[src/sv/mdp_pkg.sv]
`default_nettype none

package mdp_pkg;

  localparam int unsigned MaxParamsDefault = 255;

  // descriptor characters
  localparam logic [7:0] ChOpen   = 8'h28;  // (
  localparam logic [7:0] ChClose  = 8'h29;  // )
  localparam logic [7:0] ChSemi   = 8'h3B;  // ;
  localparam logic [7:0] ChLBrack = 8'h5B;  // [
  localparam logic [7:0] ChObject = 8'h4C;  // L

  // result kinds
  localparam logic [1:0] KindParam  = 2'd0;
  localparam logic [1:0] KindReturn = 2'd1;
  localparam logic [1:0] KindError  = 2'd2;

  // type codes
  localparam logic [3:0] CodeByte    = 4'd0;
  localparam logic [3:0] CodeChar    = 4'd1;
  localparam logic [3:0] CodeDouble  = 4'd2;
  localparam logic [3:0] CodeFloat   = 4'd3;
  localparam logic [3:0] CodeInt     = 4'd4;
  localparam logic [3:0] CodeLong    = 4'd5;
  localparam logic [3:0] CodeRef     = 4'd6;
  localparam logic [3:0] CodeShort   = 4'd7;
  localparam logic [3:0] CodeBoolean = 4'd8;
  localparam logic [3:0] CodeVoid    = 4'd9;
  localparam logic [3:0] CodeUnknown = 4'd10;

  typedef struct packed {
    logic       is_open;
    logic       is_close;
    logic       is_semi;
    logic       is_lbrack;
    logic       is_object;
    logic       is_prim;
    logic [3:0] prim_code;
    logic [3:0] ret_code;
  } char_class_t;

  function automatic logic [3:0] prim_code(input logic [7:0] c);
    logic [3:0] code;
    case (c)
      8'h42:   code = CodeByte;     // B
      8'h43:   code = CodeChar;     // C
      8'h44:   code = CodeDouble;   // D
      8'h46:   code = CodeFloat;    // F
      8'h49:   code = CodeInt;      // I
      8'h4A:   code = CodeLong;     // J
      8'h53:   code = CodeShort;    // S
      8'h5A:   code = CodeBoolean;  // Z
      8'h56:   code = CodeVoid;     // V
      default: code = CodeUnknown;
    endcase
    return code;
  endfunction

endpackage

`default_nettype wire

[src/sv/mdp_classify.sv]
`default_nettype none

module mdp_classify (
  input  logic [7:0]          character_i,
  output mdp_pkg::char_class_t class_o
);
  import mdp_pkg::*;

  logic [3:0] prim;

  assign prim = prim_code(character_i);

  always_comb begin
    class_o.is_open   = (character_i == ChOpen);
    class_o.is_close  = (character_i == ChClose);
    class_o.is_semi   = (character_i == ChSemi);
    class_o.is_lbrack = (character_i == ChLBrack);
    class_o.is_object = (character_i == ChObject);
    class_o.is_prim   = (prim != CodeUnknown);
    class_o.prim_code = prim;
    // return type: arrays and objects are references, anything unknown is void
    if (class_o.is_object || class_o.is_lbrack) begin
      class_o.ret_code = CodeRef;
    end else if (prim == CodeUnknown) begin
      class_o.ret_code = CodeVoid;
    end else begin
      class_o.ret_code = prim;
    end
  end

endmodule

`default_nettype wire

[src/sv/method_descriptor_parser_top.sv]
// channel | direction | handshake                | payload
// in      | input     | in_valid_i / in_ready_o  | character_i, final_char_i
// out     | output    | out_valid_o / out_ready_i| kind_o, type_code_o, arg_index_o,
//         |           |                          | count_saturated_o
// one character per cycle while in_ready_o is high: the parse state updates in the cycle of the
// transfer and the result, if any, lands in the output register on the same edge
// a result appears on the out channel in the cycle after its character is taken
// in_ready_o drops only while a result sits in the output register and is stalled
// reset clears the parse state and the output valid; payload registers are not reset
`default_nettype none

module method_descriptor_parser_top #(
  parameter int unsigned MaxParams = mdp_pkg::MaxParamsDefault
) (
  input  logic       clk_i,
  input  logic       rst_ni,
  input  logic       in_valid_i,
  output logic       in_ready_o,
  input  logic [7:0] character_i,
  input  logic       final_char_i,
  output logic       out_valid_o,
  input  logic       out_ready_i,
  output logic [1:0] kind_o,
  output logic [3:0] type_code_o,
  output logic [7:0] arg_index_o,
  output logic       count_saturated_o
);
  import mdp_pkg::*;

  localparam int unsigned CntW = $clog2(MaxParams + 1);
  localparam logic [CntW-1:0] CntMax = CntW'(MaxParams);

  // parse phases
  localparam logic [2:0] PhStart  = 3'd0;  // expecting '('
  localparam logic [2:0] PhParams = 3'd1;  // inside the parameter list
  localparam logic [2:0] PhArray  = 3'd2;  // after one or more '['
  localparam logic [2:0] PhClass  = 3'd3;  // skipping a class name up to ';'
  localparam logic [2:0] PhRet    = 3'd4;  // next character is the return type
  localparam logic [2:0] PhDone   = 3'd5;  // ignore until the final character

  logic [2:0]      phase_q, phase_d;
  logic [CntW-1:0] count_q, count_d;
  logic            ovf_q, ovf_d;

  logic            out_valid_q;
  logic [1:0]      kind_q, kind_d;
  logic [3:0]      code_q, code_d;
  logic [7:0]      idx_q, idx_d;
  logic            sat_q;

  logic            in_xfer;
  logic            emit;
  logic            emit_param;
  logic [3:0]      param_code;
  logic [CntW-1:0] pos;
  char_class_t     cls;

  mdp_classify u_classify (
    .character_i (character_i),
    .class_o     (cls)
  );

  // output register frees up on the same edge its result is taken
  assign in_ready_o = !out_valid_q || out_ready_i;
  assign in_xfer    = in_valid_i && in_ready_o;

  // phase transitions and result selection
  always_comb begin
    phase_d    = phase_q;
    emit       = 1'b0;
    emit_param = 1'b0;
    param_code = CodeRef;
    kind_d     = KindError;
    code_d     = CodeUnknown;
    case (phase_q)
      PhStart: begin
        if (cls.is_open) begin
          if (final_char_i) begin
            emit = 1'b1;
          end else begin
            phase_d = PhParams;
          end
        end else begin
          // no parameter list: first character is the return type
          emit    = 1'b1;
          kind_d  = KindReturn;
          code_d  = cls.ret_code;
          phase_d = PhDone;
        end
      end
      PhParams: begin
        if (cls.is_close) begin
          if (final_char_i) begin
            emit   = 1'b1;
            kind_d = KindReturn;
            code_d = CodeVoid;
          end else begin
            phase_d = PhRet;
          end
        end else if (final_char_i) begin
          emit = 1'b1;
        end else if (cls.is_lbrack) begin
          phase_d = PhArray;
        end else if (cls.is_object) begin
          phase_d = PhClass;
        end else begin
          emit_param = 1'b1;
          param_code = cls.prim_code;
        end
      end
      PhArray: begin
        if (final_char_i) begin
          emit = 1'b1;
        end else if (cls.is_lbrack) begin
          phase_d = PhArray;
        end else if (cls.is_prim) begin
          emit_param = 1'b1;
          phase_d    = PhParams;
        end else begin
          // any other element type starts a class name
          phase_d = PhClass;
        end
      end
      PhClass: begin
        if (final_char_i) begin
          emit = 1'b1;
        end else if (cls.is_semi) begin
          emit_param = 1'b1;
          phase_d    = PhParams;
        end
      end
      PhRet: begin
        emit    = 1'b1;
        kind_d  = KindReturn;
        code_d  = cls.ret_code;
        phase_d = PhDone;
      end
      default: begin
        phase_d = PhDone;
      end
    endcase

    if (emit_param) begin
      kind_d = KindParam;
      code_d = param_code;
    end
  end

  // parameter counter, saturating at the bound
  always_comb begin
    count_d = count_q;
    ovf_d   = ovf_q;
    pos     = count_q;
    if (emit_param) begin
      if (count_q >= CntMax) begin
        count_d = CntMax;
        ovf_d   = 1'b1;
        pos     = CntMax;
      end else begin
        count_d = count_q + 1'b1;
      end
    end
    idx_d = (32'(pos) > 32'd255) ? 8'hFF : 8'(pos);
  end

  // parse state; a final character returns everything to start
  always_ff @(posedge clk_i or negedge rst_ni) begin
    if (!rst_ni) begin
      phase_q <= PhStart;
      count_q <= '0;
      ovf_q   <= 1'b0;
    end else if (in_xfer) begin
      if (final_char_i) begin
        phase_q <= PhStart;
        count_q <= '0;
        ovf_q   <= 1'b0;
      end else begin
        phase_q <= phase_d;
        count_q <= count_d;
        ovf_q   <= ovf_d;
      end
    end
  end

  // output register control
  always_ff @(posedge clk_i or negedge rst_ni) begin
    if (!rst_ni) begin
      out_valid_q <= 1'b0;
    end else if (in_ready_o) begin
      out_valid_q <= in_xfer && (emit || emit_param);
    end
  end

  // output payload, loaded only with a new result
  always_ff @(posedge clk_i) begin
    if (in_xfer && (emit || emit_param)) begin
      kind_q <= kind_d;
      code_q <= code_d;
      idx_q  <= idx_d;
      sat_q  <= ovf_d;
    end
  end

  assign out_valid_o       = out_valid_q;
  assign kind_o            = kind_q;
  assign type_code_o       = code_q;
  assign arg_index_o       = idx_q;
  assign count_saturated_o = sat_q;

  // counter never passes the bound
  a_count_bound: assert property (@(posedge clk_i) disable iff (!rst_ni)
    count_q <= CntMax)
    else $error("parameter count above bound");

  // overflow flag only with a saturated counter
  a_ovf_sat: assert property (@(posedge clk_i) disable iff (!rst_ni)
    ovf_q |-> (count_q == CntMax))
    else $error("overflow flag set below bound");

  // a final character restarts the parse
  a_final_restart: assert property (@(posedge clk_i) disable iff (!rst_ni)
    (in_xfer && final_char_i) |=> (phase_q == PhStart && count_q == '0 && !ovf_q))
    else $error("parse state not cleared after final character");

  // error results always carry the unknown code
  a_error_code: assert property (@(posedge clk_i) disable iff (!rst_ni)
    (out_valid_o && kind_o == KindError) |-> (type_code_o == CodeUnknown))
    else $error("error result with a type code");

endmodule

`default_nettype wire
[config.mk]
export PLATFORM = sky130hd
export DESIGN_NAME = method_descriptor_parser_top
export DESIGN_NICKNAME = d
export VERILOG_FILES = /design/src/sv/mdp_pkg.sv /design/src/sv/mdp_classify.sv /design/src/sv/method_descriptor_parser_top.sv
export SDC_FILE = /design/constraint.sdc
export NUM_CORES = 1
export LEC_CHECK = 0
export BUFFER_PORTS_ARGS = -buffer_cell sky130_fd_sc_hd__buf_2
export CORE_AREA = 3 3 45 87
export DETAILED_ROUTE_END_ITERATION = 10
export DIE_AREA = 0 0 48 90
export GPL_ROUTABILITY_DRIVEN = 1
export GPL_TIMING_DRIVEN = 0
export PLACE_DENSITY = 0.76
export SLEW_MARGIN = 40
export SYNTH_ARGS = -nofsm -noshare
export SYNTH_HDL_FRONTEND = slang
export SYNTH_SLANG_ARGS = --single-unit
[constraint.sdc]
create_clock -name clk_i -period 3.99 [get_ports clk_i]
set_input_delay 0 -clock clk_i [delete_from_list [all_inputs] [get_ports clk_i]]
set_output_delay 0 -clock clk_i [all_outputs]
set_load 0.02 [all_outputs]
* After elaboration in Yosys (flattened, before gate mapping)
Index checks and enable logic that the tools add are counted.
** Word-level totals
- Bits in read-only memories :: 0
- Word-level logic and storage cells :: 90
- Latch bits :: 0
- Bits in writable memories :: 0
- Memories kept :: 0
- Output and inout port bits :: 17
- Flip-flop bits (word level) :: 28
- Input bits :: 13
** Cells by class
- Multiplexer cells :: 47
- Div/mod/pow operators :: 0
- Reductions and logical operators :: 11
- Shift-type cells :: 0
- Multiply operators :: 0
- $add $sub $neg :: 1
- Bitwise logic cells :: 0
- Order comparisons :: 1
- Equality and inequality tests :: 22
** Operators by type and width (number)
- 8-bit by 7-bit equality test with 1-bit output (second input constant) :: 11
- 8-bit two-way mux :: 5
- 4-bit two-way mux :: 9
- 4-bit one-hot mux with 9 select lines :: 1
- 8-bit by 6-bit equality test with 1-bit output (second input constant) :: 3
- 3-bit two-way mux :: 6
- 1-bit two-way mux :: 14
- 2-bit two-way mux :: 7
- 3-bit one-hot mux with 4 select lines :: 1
- 4-bit one-hot mux with 3 select lines :: 1
- 8-bit by 1-bit adder with 8-bit output (second input constant) :: 1
- 8-bit greater-or-equal comparator (second input constant) :: 1
- 3-bit by 2-bit equality test with 1-bit output (second input constant) :: 2
- 1-bit one-hot mux with 3 select lines :: 2
- 2-bit one-hot mux with 3 select lines :: 1
- 5-bit inequality test (second input constant) :: 1
- 4-bit equality test (second input constant) :: 1
- 4-bit inequality test (second input constant) :: 1
- 3-bit by 1-bit equality test with 1-bit output (second input constant) :: 1
- 3-bit equality test (second input constant) :: 1
- 3-bit zero test :: 1
- 1-bit logical OR :: 3
- 3-bit inequality test (second input constant) :: 1
- 3-bit AND reduction :: 1
- other kinds (5) :: 6

* Logic depth before layout (Yosys ltp)
- Word-level depth :: 9
- Gate-level depth with buffers :: 8
- Depth with buffers taken out :: 6

* Modules after synthesis
Synthesis repeated with hierarchy kept, for this count alone.
** Unflattened totals
- Cells, all modules :: 195
- Area total of the unflattened synthesis :: 1820.5 um^2
** Modules (own cells, without submodules)
- method_descriptor_parser_top :: seq. area each 775.7 um^2, cells each 134, instances 1, area each 1401.3 um^2
- mdp_classify :: seq. area each 0.0 um^2, cells each 61, instances 1, area each 419.2 um^2

* Least setup slack after synthesis
OpenSTA, ideal clock, no wires.
- Kind :: register to register
- Start :: register phase_q[0]
- End :: register idx_q[0], in the netlist arg_index_o[0], enable pin
- Path buffers :: 2
- Library setup time :: 392 ps
- Cell stages (with the launch flop) :: 9
- Setup slack :: 1190 ps
- Arrival time :: 2408 ps
- Required time :: 3598 ps
- Period minus slack after synthesis :: 2800 ps
- Path through :: dfrtp_1 buf_6 or4b_1 a21oi_2 o211ai_2 nand3_1 buf_6 nor2_1 a21oi_1
** Between the ends
- Longest elaborated chain between the ends :: 5
- Elaborated cells on any way between the ends :: 10
- Classes of those cells :: eq/ne (4); mux (2); reduce/logical (4)
** RTL lines
- start: declaration :: line method_descriptor_parser_top.sv:41 : logic [2:0] phase_q, phase_d;
- start signal: assignment :: line method_descriptor_parser_top.sv:169 : phase_q <= PhStart;
- start signal: assignment :: line method_descriptor_parser_top.sv:174 : phase_q <= PhStart;
- start signal: assignment :: line method_descriptor_parser_top.sv:178 : phase_q <= phase_d;
- 3-bit by 2-bit equality test with 1-bit output or 3-bit by 1-bit equality test with 1-bit output (tied branches) :: line method_descriptor_parser_top.sv:75 : case (phase_q)
- 3-bit OR reduction (no line)
- 1-bit one-hot mux with 3 select lines :: line method_descriptor_parser_top.sv:75
- 1-bit logical OR (*) :: line method_descriptor_parser_top.sv:196 : if (in_xfer && (emit || emit_param)) begin
- 1-bit logical AND (*) :: line method_descriptor_parser_top.sv:196
- end signal: assignment :: line method_descriptor_parser_top.sv:199 : idx_q <= idx_d;
- end: declaration :: line method_descriptor_parser_top.sv:48 : logic [7:0] idx_q, idx_d;
Every way passes the cells marked *; elsewhere a longest branch is shown, timed or not.
A chain may end at the register's enable or synchronous reset.

* Final worst setup path
- Start :: register phase_q[0]
- End :: register kind_q[1], in the netlist kind_o[1], enable pin
** Between the ends
- Longest elaborated chain between the ends :: 5
- Elaborated cells on any way between the ends :: 10
- Classes of those cells :: eq/ne (4); mux (2); reduce/logical (4)
** RTL lines
- 3-bit by 2-bit equality test with 1-bit output or 3-bit by 1-bit equality test with 1-bit output (tied branches) :: line method_descriptor_parser_top.sv:75
- 3-bit OR reduction (no line)
- 1-bit one-hot mux with 3 select lines :: line method_descriptor_parser_top.sv:75
- 1-bit logical OR (*) :: line method_descriptor_parser_top.sv:196
- 1-bit logical AND (*) :: line method_descriptor_parser_top.sv:196
- end signal: assignment :: line method_descriptor_parser_top.sv:197 : kind_q <= kind_d;
- end: declaration :: line method_descriptor_parser_top.sv:46 : logic [1:0] kind_q, kind_d;
Marks and branches as above.

==> tab_implementation.tex <==
\begin{tabular}{lr}
\hline
Metric & Value \\
\hline
\multicolumn{2}{l}{\textbf{Synth}} \\
Largest family of logic cells by synthesized area & simple AND/OR/NAND/NOR gates \\
Proportion of synthesized flip-flops having asynchronous set or reset & 46.4\% \\
Share of the synthesized netlist area taken by xor and xnor gates & less than 1\% \\
Adder-cell share of the synthesized area & 0.689\% \\
Gate count of the mapped netlist & 196 \\
Simple-Gate Fraction of Synth Area & about a quarter \\
Cell with the most instances after synthesis & nor2\_1 \\
Area fraction of the dominant cell type after synthesis & 24.8\% \\
Top post-synthesis cells by count & nor2\_1 (18), nand2\_1 (17), edfxtp\_1 (15), o21ai\_0 (15), dfrtp\_1 (13) \\
Dominant register cell in the synthesized netlist & edfxtp\_1 \\
Number of warnings issued by yosys & 0 \\
Number of synthesized flops with an enable pin & 15 \\
Cell types with the largest area share after synthesis & edfxtp\_1 (25\%), dfrtp\_1 (18\%), o21ai\_0 (4.1\%), nor2\_1 (3.7\%), nand2\_1 (3.5\%) \\
Multiplexer area fraction after synthesis & 0.551\% \\
Number of different library cells in the post-synthesis netlist & 57 \\
Mapped Avg Cell Area & 9.26 µm² \\
Nets in the synthesized netlist & 210 \\
Fraction of the mapped netlist area in compound gates & 22.5\% \\
Syn Std Cell Area & 1820 µm² \\
FF+latch count, synth & 28 \\
Post-synth top area cell & edfxtp\_1 \\
Sequential fraction of the synthesis area & approximately 43\% \\
\multicolumn{2}{l}{\textbf{Clocking}} \\
CTS tree & yes \\
Number of gates resized after CTS & 0 \\
Maximum clock path buffer count & 2 \\
Buffer cell driving the clock tree root & clkbuf\_8 \\
CTS clock-pin slew for the worst setup and hold paths & 0.09 ns \\
Sink Count & 28 \\
Insertion delay to the later sink of the worst-skew pair & 0.27 ns \\
Depth of the CTS H-tree & 1 \\
Number of buffers added by the clock tree synthesis step & 3 \\
\multicolumn{2}{l}{\textbf{Route}} \\
Number of optimization iterations in the first detailed-route pass & 6 \\
Antenna-violating nets left & 0 \\
Vias after detailed routing & 1675 \\
DRC violations left & 0 \\
Initial DRC Count & 61 \\
Detailed-route vias per instance & 6.47 \\
Avg WL per Cell & roughly 16 µm \\
Post-detailed-routing wire length & 4170 µm \\
\multicolumn{2}{l}{\textbf{Critical path}} \\
CP max-delay cell & or4b\_1 \\
Critical path class & flip-flop to flip-flop \\
Number of gates on the worst path with buffers counted & 8 \\
Kind of launch point of the worst setup path & flip-flop \\
CP endpoint kind & flip-flop \\
Critical path fanouts, max & 15 \\
Critical register-to-register path endpoint & kind\_o[1] \\
Worst setup path end & kind\_o[1] \\
Launching point of the worst reg2reg path & phase\_q[0] \\
Cell type with the highest occurrence count on the critical path & buf\_6 \\
Crit path buf inv count & 2 \\
Max incr delay on CP & 0.52 ns \\
Flop-to-flop setup slack & 1.32 ns \\
Series of cell instances along the critical path & buf\_6 > or4b\_1 > a21oi\_2 > o211ai\_2 > nand3\_1 > buf\_6 > nor2\_1 > a21oi\_4 \\
Number of cells on the worst reg-to-reg path & 8 \\
Critical path arrival & 2.59 ns \\
Crit-path leading delay family & simple AND/OR/NAND/NOR gates \\
Worst Path Required & 3.92 ns \\
Start point of the critical path & phase\_q[0] \\
\multicolumn{2}{l}{\textbf{Power}} \\
Worst voltage drop across the vdd grid & 0.000255 V \\
Leak pwr & approximately 0.00084 µW \\
Power density over cell area & 487 nW/µm² \\
\multicolumn{2}{l}{\textbf{STA}} \\
Worst clock skew on the final layout & roughly 0.00092 ns \\
Tcrit/Tclk final & 66.8\% \\
Slew of the pin with the lowest slew margin & 0.827 ns \\
Slew Viols, Final & 0 \\
Max Clock Freq & about 380 MHz \\
Final min period & between 2 and 3 ns \\
Worst slew margin relative to its limit & 44.7\% \\
Final Hold Viols & 0 \\
Sum of negative setup slack & 0 ns \\
Post-route worst hold slack & 0.0256 ns \\
Final setup violation count & 0 \\
RSZ-0062 raised after global routing & no \\
\multicolumn{2}{l}{\textbf{Global routing}} \\
Total global routing track utilization & 21.4\% \\
Number of global-route vias before repair & between 1500 and 2000 \\
Congestion Overflow GR & 0 \\
Pin count of the biggest net entering global routing & 17 \\
Number of antenna violations at the first check in global routing & 0 \\
Wire length of the first global-routing pass & 6980 µm \\
\multicolumn{2}{l}{\textbf{Place}} \\
Buffers added on ports & 27 \\
Post-placement cell count & 254 \\
Post-detailed-placement half-perimeter wirelength & 3280 µm \\
RePlAce Congestion & 0.909 \\
Cell area after placement & 1990 µm² \\
\multicolumn{2}{l}{\textbf{Floorplanning}} \\
Top-Level Pins & 30 \\
Row count & 29 \\
Die span in x & 48 µm \\
Starting density of the core & a little under three fifths \\
Core Box Area & 3270 µm² \\
Total die area & 4320 µm² \\
Height of the die & $\sim$90 µm \\
\multicolumn{2}{l}{\textbf{Hold path}} \\
Worst min-delay path class & input port to flip-flop \\
\multicolumn{2}{l}{\textbf{Finish}} \\
Layout cells sized above 1 & 21.1\% \\
ANT cells & 0 \\
Post-route standard cell area excluding fillers & 2080 µm² \\
Area Overhead vs Synth & 14.7\% \\
Final core utilization & 63.8\% \\
Post-layout net count & between 200 and 250 \\
Post-route non-filler standard cell count & 259 \\
\multicolumn{2}{l}{\textbf{Run}} \\
Number of maximum-capacitance constraint violations & 0 \\
\multicolumn{2}{l}{\textbf{Outcome}} \\
Status & completed \\
\hline
\end{tabular}
## timing repair
item | CTS | global route
hold buffers | 1 | 0
setup endpoints to repair | 0 | 0
setup buffers | 0 | 0
hold endpoints to repair | 13 | 0
## how the worst min path moves through the flow
stage / start / end / slack, ns / cells after the start
2_1_floorplan: rst_ni / count_q[0] / -0.30 / 0
6_report: in_valid_i / out_valid_o / 0.03 / 3
3_5_place_dp: rst_ni / ovf_q / -0.09 / 1
5_1_grt: in_valid_i / out_valid_o / 0.02 / 3
4_1_cts: in_valid_i / out_valid_o / 0.02 / 3
3_3_place_gp: rst_ni / ovf_q / -0.09 / 1
## worst min-delay path, cell delays in order
cell	delay, ns
buf_2	0.12
inv_1	0.05
o211ai_1	0.09
## sequential cells by signal, indices dropped and copies added (netlist names)
name / cells
kind_o: 2
arg_index_o: 8
count_saturated_o: 1
out_valid_o: 1
phase_q: 3
type_code_o: 4
ovf_q: 1
count_q: 8
## cell usage in the layout, fill, tap and decap left out, types with 2 or more instances in the layout
cell,Yosys,layout
a31oi_1,3,3
dfrtp_1,13,13
nand3_1,6,6
o22ai_1,2,2
nand2b_1,7,7
o211ai_1,4,4
a21oi_1,10,9
nor2_1,18,18
inv_1,6,6
a211oi_1,4,4
and4b_1,3,3
clkbuf_8,0,3
a21oi_2,2,2
nor3b_1,3,3
or3_1,2,2
and3_1,4,4
nor3_1,6,6
clkbuf_1,12,12
a32oi_1,3,3
edfxtp_1,15,15
buf_6,3,3
buf_2,2,29
o21ai_0,15,15
and2_1,2,2
nand2_1,17,17
nand3b_1,2,2
## per-stage QoR
step	worst slack, ns	total power (µW)
after floorplan	1.19	680
after global placement	0.715	781
after detailed placement	1.09	793
after CTS	1.07	1010
after global routing	1.15	1070
final	1.32	1010
## layer usage
layer / vias up / GRT usage, % / wire length [µm]
li1: 794 / - / -
met1: 807 / 21.1 / 1470
met2: 59 / 39.0 / 2400
met3: 15 / 2.40 / 163
met4: 0 / 10.3 / 138
met5: - / 0 / 0
## power breakdown
part	internal, µW	switching [µW]	total (µW)
logic	129	249	378
clock network	134	86.5	221
registers	387	29.2	417
## cells by family (layout without fill, tap and decap cells)
kind of cell | count (synthesis) | count (layout)
xor gates and xnor gates | 2 | 2
and+or+nand+nor | 83 | 83
AOI/OAI and AO/OA | 57 | 57
adders and majority gates | 1 | 1
muxes | 1 | 1
DFF | 28 | 28
buffers and inverters | 24 | 56
## area by class of cell
type                    instances  area [µm²]
clock buffers                   3        41.3
flip-flops and latches         28         776
clock inverters                 1        30.0
well taps                      31        38.8
repair buffers                 28         145
fillers                       272        1180
inverters                       6        22.5
plain buffers                  18        92.6
multi-input cells             144         936
No activity file was read; power rests on OpenSTA's default activity.
